$ cat src/rtl/sks_pkg.sv
// Shared types and constants of the scalar Kalman smoother.
package sks_pkg;

    // Field and register widths
    localparam int unsigned SAMPLE_W   = 12;
    localparam int unsigned EST_W      = 28;
    localparam int unsigned ERR_W      = 32;
    localparam int unsigned GAIN_W     = 16;
    localparam int unsigned NOISE_W    = 16;
    localparam int unsigned FRAC_W     = 16;
    localparam int unsigned CFG_ADDR_W = 2;
    localparam int unsigned CFG_DATA_W = 32;

    // Shared multiplier: 32 x 17 bits
    localparam int unsigned MUL_A_W = 32;
    localparam int unsigned MUL_B_W = GAIN_W + 1;
    localparam int unsigned PROD_W  = MUL_A_W + MUL_B_W;

    // Register indexes
    localparam logic [CFG_ADDR_W-1:0] CFG_MEASURE_ERROR = 2'd0;
    localparam logic [CFG_ADDR_W-1:0] CFG_PROCESS_NOISE = 2'd1;

    // Reset values
    localparam logic [ERR_W-1:0]   MEASURE_ERROR_RST = 32'd131072;
    localparam logic [NOISE_W-1:0] PROCESS_NOISE_RST = 16'd655;
    localparam logic [ERR_W-1:0]   EST_ERROR_RST     = 32'd131072;

    // Rounding constant and 1.0 in Q16
    localparam logic [PROD_W-1:0]   HALF_LSB = PROD_W'(32768);
    localparam logic [MUL_B_W-1:0]  ONE_Q16  = MUL_B_W'(65536);

    typedef enum logic [2:0] {
        ST_IDLE,
        ST_DIV,
        ST_MUL_STEP,
        ST_MUL_KEEP,
        ST_MUL_NOISE,
        ST_FINISH
    } sks_state_t;

endpackage

$ cat src/rtl/sks_cfg_if.sv
// Configuration write channel: register index and write data.
interface sks_cfg_if;
    logic                               valid;
    logic                               ready;
    logic [sks_pkg::CFG_ADDR_W-1:0]     index;
    logic [sks_pkg::CFG_DATA_W-1:0]     data;

    modport source (output valid, index, data, input ready);
    modport sink   (input valid, index, data, output ready);
endinterface

$ cat src/rtl/sks_sample_if.sv
// Input channel carrying one raw sample word.
interface sks_sample_if;
    logic                           valid;
    logic                           ready;
    logic [sks_pkg::SAMPLE_W-1:0]   sample;

    modport source (output valid, sample, input ready);
    modport sink   (input valid, sample, output ready);
endinterface

$ cat src/rtl/sks_estimate_if.sv
// Output channel carrying one smoothed estimate word.
interface sks_estimate_if;
    logic                       valid;
    logic                       ready;
    logic [sks_pkg::EST_W-1:0]  estimate;

    modport source (output valid, estimate, input ready);
    modport sink   (input valid, estimate, output ready);
endinterface

$ cat src/rtl/scalar_kalman_smoother.sv
// From sample accept to estimate valid: 16 divider steps, 3 multiplies and 1 finish step,
// run on the radix-2 gain divider and one shared 32x17 multiplier. No new sample is taken
// until the finish step is done. A held estimate word stalls only
// the finish step. Reset (rst_n low, asynchronous) restores R = 2.0, Q = 655/65536,
// estimate 0 and error 2.0; no clearing pass is needed.
module scalar_kalman_smoother
(
    input  logic                    clk,
    input  logic                    rst_n,
    sks_cfg_if.sink                 cfg,
    sks_sample_if.sink              samples,
    sks_estimate_if.source          estimates
);

    sks_pkg::sks_state_t state_reg, state_next;

    logic [sks_pkg::ERR_W-1:0]      measure_error_reg;
    logic [sks_pkg::NOISE_W-1:0]    process_noise_reg;
    logic [sks_pkg::EST_W-1:0]      prior_estimate_reg;
    logic [sks_pkg::ERR_W-1:0]      estimate_error_reg;

    logic [sks_pkg::EST_W-1:0]      diff_reg;
    logic                           up_reg;
    logic [sks_pkg::ERR_W:0]        denom_reg;
    logic [sks_pkg::ERR_W:0]        rem_reg;
    logic [sks_pkg::GAIN_W-1:0]     gain_reg;
    logic [3:0]                     div_cnt_reg;
    logic [sks_pkg::PROD_W-1:0]     prod_reg;
    logic [sks_pkg::EST_W-1:0]      step_reg;
    logic [sks_pkg::ERR_W:0]        keep_reg;

    logic                           out_valid_reg;
    logic [sks_pkg::EST_W-1:0]      out_est_reg;

    logic                           in_accept;
    logic                           out_free;
    logic [sks_pkg::EST_W-1:0]      meas;
    logic [sks_pkg::ERR_W-1:0]      r_eff;
    logic [sks_pkg::ERR_W+1:0]      rem_sh;
    logic                           q_bit;
    logic [sks_pkg::MUL_A_W-1:0]    mul_a;
    logic [sks_pkg::MUL_B_W-1:0]    mul_b;
    logic [sks_pkg::PROD_W-1:0]     prod_rnd;
    logic [sks_pkg::ERR_W:0]        rnd_hi;
    logic [sks_pkg::EST_W-1:0]      step_clamped;
    logic [sks_pkg::ERR_W+1:0]      err_sum;
    logic [sks_pkg::ERR_W-1:0]      err_new;
    logic [sks_pkg::EST_W-1:0]      est_new;

    // Handshakes
    assign cfg.ready         = 1'b1;
    assign samples.ready     = (state_reg == sks_pkg::ST_IDLE);
    assign in_accept         = samples.valid && samples.ready;
    assign out_free          = !out_valid_reg || estimates.ready;
    assign estimates.valid   = out_valid_reg;
    assign estimates.estimate = out_est_reg;

    // Next state
    always_comb
    begin
        state_next = state_reg;
        unique case (state_reg)
            sks_pkg::ST_IDLE:
            begin
                if (in_accept)
                begin
                    state_next = sks_pkg::ST_DIV;
                end
            end
            sks_pkg::ST_DIV:
            begin
                if (div_cnt_reg == 4'd15)
                begin
                    state_next = sks_pkg::ST_MUL_STEP;
                end
            end
            sks_pkg::ST_MUL_STEP:  state_next = sks_pkg::ST_MUL_KEEP;
            sks_pkg::ST_MUL_KEEP:  state_next = sks_pkg::ST_MUL_NOISE;
            sks_pkg::ST_MUL_NOISE: state_next = sks_pkg::ST_FINISH;
            sks_pkg::ST_FINISH:
            begin
                if (out_free)
                begin
                    state_next = sks_pkg::ST_IDLE;
                end
            end
            default: state_next = sks_pkg::ST_IDLE;
        endcase
    end

    // Multiplier operand select
    always_comb
    begin
        mul_a = '0;
        mul_b = '0;
        unique case (state_reg)
            sks_pkg::ST_MUL_STEP:
            begin
                mul_a = sks_pkg::MUL_A_W'(diff_reg);
                mul_b = {1'b0, gain_reg};
            end
            sks_pkg::ST_MUL_KEEP:
            begin
                mul_a = estimate_error_reg;
                mul_b = sks_pkg::ONE_Q16 - {1'b0, gain_reg};
            end
            sks_pkg::ST_MUL_NOISE:
            begin
                mul_a = sks_pkg::MUL_A_W'(step_reg);
                mul_b = {1'b0, process_noise_reg};
            end
            default:
            begin
                mul_a = '0;
                mul_b = '0;
            end
        endcase
    end

    // Datapath helpers
    assign meas   = {samples.sample, {sks_pkg::FRAC_W{1'b0}}};
    assign r_eff  = (measure_error_reg == '0) ? sks_pkg::ERR_W'(1) : measure_error_reg;
    assign rem_sh = {rem_reg, 1'b0};
    assign q_bit  = (rem_sh >= {1'b0, denom_reg});

    // Round the registered product back to the integer grid of its operand
    assign prod_rnd = prod_reg + sks_pkg::HALF_LSB;
    assign rnd_hi   = prod_rnd[sks_pkg::PROD_W-1:sks_pkg::FRAC_W];
    assign step_clamped = (rnd_hi > {5'd0, diff_reg}) ? diff_reg
                                                      : rnd_hi[sks_pkg::EST_W-1:0];

    // New error: keep term plus noise term, saturated
    assign err_sum = {1'b0, keep_reg} + {1'b0, rnd_hi};
    assign err_new = (err_sum[sks_pkg::ERR_W+1:sks_pkg::ERR_W] != 2'd0)
                     ? {sks_pkg::ERR_W{1'b1}} : err_sum[sks_pkg::ERR_W-1:0];
    assign est_new = up_reg ? (prior_estimate_reg + step_reg)
                            : (prior_estimate_reg - step_reg);

    // Control state and architectural state
    always_ff @(posedge clk or negedge rst_n)
    begin
        if (!rst_n)
        begin
            state_reg          <= sks_pkg::ST_IDLE;
            div_cnt_reg        <= '0;
            out_valid_reg      <= 1'b0;
            measure_error_reg  <= sks_pkg::MEASURE_ERROR_RST;
            process_noise_reg  <= sks_pkg::PROCESS_NOISE_RST;
            prior_estimate_reg <= '0;
            estimate_error_reg <= sks_pkg::EST_ERROR_RST;
        end
        else
        begin
            state_reg <= state_next;

            // Register writes
            if (cfg.valid)
            begin
                unique case (cfg.index)
                    sks_pkg::CFG_MEASURE_ERROR: measure_error_reg <= cfg.data;
                    sks_pkg::CFG_PROCESS_NOISE:
                        process_noise_reg <= cfg.data[sks_pkg::NOISE_W-1:0];
                    default: ;
                endcase
            end

            // Divider step count
            if (in_accept)
            begin
                div_cnt_reg <= '0;
            end
            else if (state_reg == sks_pkg::ST_DIV)
            begin
                div_cnt_reg <= div_cnt_reg + 4'd1;
            end

            // Drop the output word once taken, load a new one at finish
            if ((state_reg == sks_pkg::ST_FINISH) && out_free)
            begin
                out_valid_reg      <= 1'b1;
                prior_estimate_reg <= est_new;
                estimate_error_reg <= err_new;
            end
            else if (estimates.ready)
            begin
                out_valid_reg <= 1'b0;
            end
        end
    end

    // Working registers
    always_ff @(posedge clk)
    begin
        if (in_accept)
        begin
            up_reg    <= (meas >= prior_estimate_reg);
            diff_reg  <= (meas >= prior_estimate_reg) ? (meas - prior_estimate_reg)
                                                      : (prior_estimate_reg - meas);
            denom_reg <= {1'b0, estimate_error_reg} + {1'b0, r_eff};
            rem_reg   <= {1'b0, estimate_error_reg};
        end

        // One restoring division step per cycle
        if (state_reg == sks_pkg::ST_DIV)
        begin
            gain_reg <= {gain_reg[sks_pkg::GAIN_W-2:0], q_bit};
            rem_reg  <= q_bit ? (sks_pkg::ERR_W+1)'(rem_sh - {1'b0, denom_reg})
                              : rem_sh[sks_pkg::ERR_W:0];
        end

        // Shared multiplier, registered
        if ((state_reg == sks_pkg::ST_MUL_STEP) || (state_reg == sks_pkg::ST_MUL_KEEP) ||
            (state_reg == sks_pkg::ST_MUL_NOISE))
        begin
            prod_reg <= mul_a * mul_b;
        end

        if (state_reg == sks_pkg::ST_MUL_KEEP)
        begin
            step_reg <= step_clamped;
        end
        if (state_reg == sks_pkg::ST_MUL_NOISE)
        begin
            keep_reg <= rnd_hi;
        end

        if ((state_reg == sks_pkg::ST_FINISH) && out_free)
        begin
            out_est_reg <= est_new;
        end
    end

endmodule

$ cat src/flat_wrapper.sv
// flat-port wrapper written by rule: the top's interface ports become plain ports
module scalar_kalman_smoother_flat 
  (clk, rst_n, cfg_valid, cfg_index, cfg_data, cfg_ready, samples_valid, samples_sample, samples_ready, estimates_valid, estimates_estimate, estimates_ready);
  sks_cfg_if cfg_i ();
  sks_sample_if samples_i ();
  sks_estimate_if estimates_i ();
  input  logic clk;
  input  logic rst_n;
  input wire logic [$bits(cfg_i.valid)-1:0] cfg_valid;
  input wire logic [$bits(cfg_i.index)-1:0] cfg_index;
  input wire logic [$bits(cfg_i.data)-1:0] cfg_data;
  output wire logic [$bits(cfg_i.ready)-1:0] cfg_ready;
  input wire logic [$bits(samples_i.valid)-1:0] samples_valid;
  input wire logic [$bits(samples_i.sample)-1:0] samples_sample;
  output wire logic [$bits(samples_i.ready)-1:0] samples_ready;
  output wire logic [$bits(estimates_i.valid)-1:0] estimates_valid;
  output wire logic [$bits(estimates_i.estimate)-1:0] estimates_estimate;
  input wire logic [$bits(estimates_i.ready)-1:0] estimates_ready;
  assign cfg_i.valid = cfg_valid;
  assign cfg_i.index = cfg_index;
  assign cfg_i.data = cfg_data;
  assign cfg_ready = cfg_i.ready;
  assign samples_i.valid = samples_valid;
  assign samples_i.sample = samples_sample;
  assign samples_ready = samples_i.ready;
  assign estimates_valid = estimates_i.valid;
  assign estimates_estimate = estimates_i.estimate;
  assign estimates_i.ready = estimates_ready;
  scalar_kalman_smoother u_core (.clk(clk), .rst_n(rst_n), .cfg(cfg_i), .samples(samples_i), .estimates(estimates_i));
endmodule
$ cat config.mk
export PLATFORM = sky130hd
export DESIGN_NAME = scalar_kalman_smoother_flat
export DESIGN_NICKNAME = d
export VERILOG_FILES = /design/src/rtl/sks_pkg.sv /design/src/rtl/sks_cfg_if.sv /design/src/rtl/sks_sample_if.sv /design/src/rtl/sks_estimate_if.sv /design/src/rtl/scalar_kalman_smoother.sv /design/src/flat_wrapper.sv
export SDC_FILE = /design/constraint.sdc
export NUM_CORES = 2
export LEC_CHECK = 0
export ABC_CLOCK_PERIOD_IN_PS = 8290
export BUFFER_PORTS_ARGS = -buffer_cell sky130_fd_sc_hd__clkbuf_2
export CORE_MARGIN = 2
export CORE_UTILIZATION = 55
export CTS_BUF_LIST = sky130_fd_sc_hd__clkbuf_2 sky130_fd_sc_hd__clkbuf_4 sky130_fd_sc_hd__clkbuf_8
export DETAILED_ROUTE_END_ITERATION = 12
export GPL_ROUTABILITY_DRIVEN = 0
export GPL_TIMING_DRIVEN = 0
export PLACE_DENSITY = 0.76
export SLEW_MARGIN = 20
export SYNTH_ARGS = -nofsm -noshare
export SYNTH_HDL_FRONTEND = slang
export SYNTH_SLANG_ARGS = --single-unit
$ cat constraint.sdc
create_clock -name clk -period 8.29 [get_ports clk]
set_input_delay 0.4145 -clock clk [delete_from_list [all_inputs] [get_ports clk]]
set_output_delay 0.4145 -clock clk [all_outputs]
set_load 0.1 [all_outputs]
==> results list <==
- Hold path startpoint: cfg_data[16]
- In this run the power spent charging and discharging nets is 4.737 mW.
* Relative contribution of sequential cells to total power: 31.3%
- The synthesized design contains 350 register bits.
- At the worst endpoint, the required time is 8.71 ns.
- Across all layers, the routed design uses 32380 vias.
- Sinks on the clock net: 350
- For this run, design rule violations remaining after detail routing come to 0.
- Cell types with the largest area share after synthesis: fa_1, edfxtp_1, ha_1
* Share of final-layout standard cells stronger than drive strength 1: 11.50%
- Post-placement worst setup slack: -2.535 ns
- Placeable Area: 71490 µm²
* Standby leakage power: 20.94 nW
- The cell that appears most often on the critical path is fa_1.
* Portion of total power attributed to combinational logic: 52.7%
- Result of the run: complete, no violations
- Fraction of registers with async set/reset: 33.14%
- Clk Tree Root Cell: clkbuf_8
* Rows: 98
* Total global-route track usage: 31.02%
* Count of TritonRoute iterations in the first routing pass: 8
- Counting every instance in the synthesized netlist gives 4267.
- Reg-to-Reg End: u_core.prod_reg[47]
* Flip-flop and latch area: 9941 µm²
- The count of nets left with antenna violations once routing finished came out at 0.
* PortBufs: 80
* Total power consumption of the routed design: 10.47 mW
- The most used flip-flop cell after synthesis is edfxtp_1.
* Hold/Removal Path Class: input pin to flop
- Endpoint type of the worst setup path: flop
- At the pin with the least slew margin, the transition time is 0.9300 ns.
* Total area of multi-input combinational cells: 27070 µm²
- For this design the ratio of total power to cell area is 236.9 nW/µm².
- Hold Vio Cnt, Final: 0
- The clock reaches the later pin of the worst-skew pair after 0.67 ns.
- The die is 272.7 µm tall.
- Largest net degree at the start of global routing: 90
* Count of cells along the worst register-to-register path: 26
- Dividing the detail-routed wire length by the instance count gives 21.29 µm.
* Clock tree from TritonCTS: yes
- The internal portion of the total power is 5.736 mW.
* Clock power frac: 16.0%
- Number of different library cells in the post-synthesis netlist: 81
* Fraction of power spent switching nets: 45.23%
* Area grow syn2layout: 11.32%
- The critical path ends at u_core.prod_reg[47].
- Yosys warning total: 0
- The final layout contains 5277 nets.
- The synthesized design devotes to its leading area cell type 22.78% of total area.
* Effective utilization at floorplan: 55.56%
- Dividing the detail-routed via count by the number of cells gives 5.916.
- Post-synthesis sequential area ratio: 25.03%
- The clock arrives with 0.04612 ns of skew.
* Fraction of the cycle the final worst path needs: 99.17%
- The worst path needs 8.221 ns of the cycle, external delays included.
* Worst setup path category: flop to flop
- Counting instances, the worst hold path has a depth of 2.
- Critical path launch point: u_core.gain_reg[2]
- The first global-routing pass estimated 178.4 mm of wire.
- Across all register-to-register paths, the minimum setup slack is 0.07 ns.
* Max-capacitance violation count: 0
- The die is 272.7 µm wide.
- The worst register-to-register path begins at u_core.gain_reg[2].
- Slowest cell on the critical path: fa_1
* Data arrival time of the worst path: 8.64 ns
- Synth Cell Area: 39720 µm²
* Flip-flop count of the largest register, all copies and words added: 34
- When the netlist entered floorplanning its net count stood at 5071.
- Headroom to the max-slew limit came out at 38.00%.
* Antenna violations before repair: 4
- The routed design has 116.5 mm of wire.
- Number of enable-type register cells in the synthesized netlist: 234
- The largest single stage delay on the critical path is 0.57 ns.
* CP Launch Type: flop
- Detailed placement ended at an HPWL of 91.79 mm.
- Maximum clock frequency: 121.6 MHz
- Setup-violating endpoint count in the final report: 0
* Cts bufs inserted: 57
- Fin worst setup slack: 0.06882 ns
- The die covers 74380 µm².
* Max-slew violations: 0
- A synthesized cell averages 9.308 µm².
- Maximum VDD drop: 0.1898 mV
* Fin area: 44210 µm²
* I/O pin cnt: 82
- The via count of the first global-routing pass is 32080.
- Of all nets on the critical path, the largest fanout is 10.
* H-tree levels: 2
- After clock tree synthesis, the clock-pin slew on the worst setup and hold paths is 0.07 ns.
* Final-layout fill cell count: 5803
* GR Overflow Total: 0
* Placed Area: 41450 µm²
* Cell type contributing the most total cell area after synthesis: fa_1
- In this run, the number of DRC markers left after iteration 0 of detailed routing was 3392.
- Bufs on Longest Clock Path: 3
per-layer routing:
layer	part of all wire [%]	track usage, %
met5	0.011	0
met4	6.1	16.69
met1	38	39.75
met3	10	6.476
met2	46	49.49
stage by stage:
| step | hold slack (ns) | util, % | std cells | setup TNS, ns |
|---|---|---|---|---|
| final | 0.01434 | 61.85 | 5473 | 0 |
| after global routing | 0.01211 | 61.85 | 5473 | -0.7901 |
| after CTS | 0.002828 | 60.96 | 5443 | 0 |
| after detailed placement | 0.3389 | 57.99 | 5301 | -61.18 |
| after global placement | 0.4799 | 57.79 | 5297 | -57.79 |
| after floorplan | 0.1189 | - | 4267 | 0 |
cell usage in the layout, fill, tap and decap left out, types with 32 or more instances in the layout:
cell type  count
fa_1         452
xnor2_1      138
nand3_1       52
nand2_1      606
nand4_1       37
clkbuf_2      97
mux2_2        63
o21ai_4       35
o21ai_0      134
o21a_1        32
a21o_1        97
a21oi_1      175
clkbuf_1      81
mux2i_1       57
inv_1        701
and2_1        75
buf_4         55
o22a_1        34
clkbuf_4      41
clkbuf_8      67
nor3_1        47
edfxtp_1     234
nor2_1       228
ha_1         300
xor2_1       100
dfrtp_1      107
power by group through the flow:
stage                     clock [mW]  sequential (mW)  combinational, mW
after CTS                       1.69             3.22               5.31
after global placement             0             3.23               5.03
after floorplan                    0             3.09               3.80
after global routing            1.77             3.29               6.03
after detailed placement           0             3.24               5.14
final                           1.68             3.28               5.52
cell type report:
class                      instances  share of cell area, %
multi-input combinational       3040                  61.24
sequential                       350                  22.48
inverter                         704                  5.977
tap                              950                  2.688
timing repair buffer             155                  2.663
clock buffer                      82                  2.312
buffer                           165                  2.086
clock inverter                    25                 0.5434
antenna                            2                0.01132
cell usage after synthesis, types with 8 or more instances:
master and number:
xnor2_1 138, or3_1 10, a21o_1 97, dfstp_2 8, edfxtp_1 234, a211oi_1 18, fa_1 452, mux2_2 63
a31oi_1 31, o21a_1 41, o21ai_0 143, nor4_1 18, or2_2 12, nand3_1 52, nand2b_1 24, and2_1 75
o21ai_1 40, buf_1 9, nor2b_1 22, nand2_1 607, o21bai_1 24, a21oi_1 176, o22a_1 34, and3_1 26
inv_1 702, o31ai_1 17, dfrtp_1 108, xor2_1 101, nor2_1 228, clkbuf_1 150, nor3_1 49, o211ai_1 11
mux2_4 20, ha_1 301, nand4_1 37, mux2i_1 59
critical path, delay by kind of cell, from the launching register on:
kind	cells	cell delay (ns)
fa+ha+maj	7	3.43
compound gates	9	2.27
simple gates	3	0.72
buf+inv	5	0.64
flops	1	0.51
xor+xnor	2	0.36
cell families after synthesis:
kind of cell	synth area share, %
AND/OR/NAND/NOR	13.44
buffers and inverters	8.452
adder cells (fa/ha/maj)	32.26
AO/OA/AOI/OAI	11.51
flip-flops	25.03
XOR/XNOR	5.270
multiplexers	4.029
other	0.009442
what timing repair did:
action                     in CTS  in global routing
cloned                          0                  0
pin swaps                      14                 29
setup buffers                  19                 31
hold buffers                   21                  0
gates resized for setup       151                136
setup endpoints to repair      34                 22
hold endpoints to repair       51                  0
worst min path at each step:
stage | slack [ns] | endpoint
floorplan | 0.12 | u_core.div_cnt_reg[0]
global placement | 0.48 | u_core.gain_reg[15]
detailed placement | 0.34 | u_core.prior_estimate_reg[4]
CTS | 0.003 | u_core.measure_error_reg[16]
global route | 0.01 | u_core.measure_error_reg[16]
finish | 0.01 | u_core.measure_error_reg[16]
No activity file was read; power rests on OpenSTA's default activity.
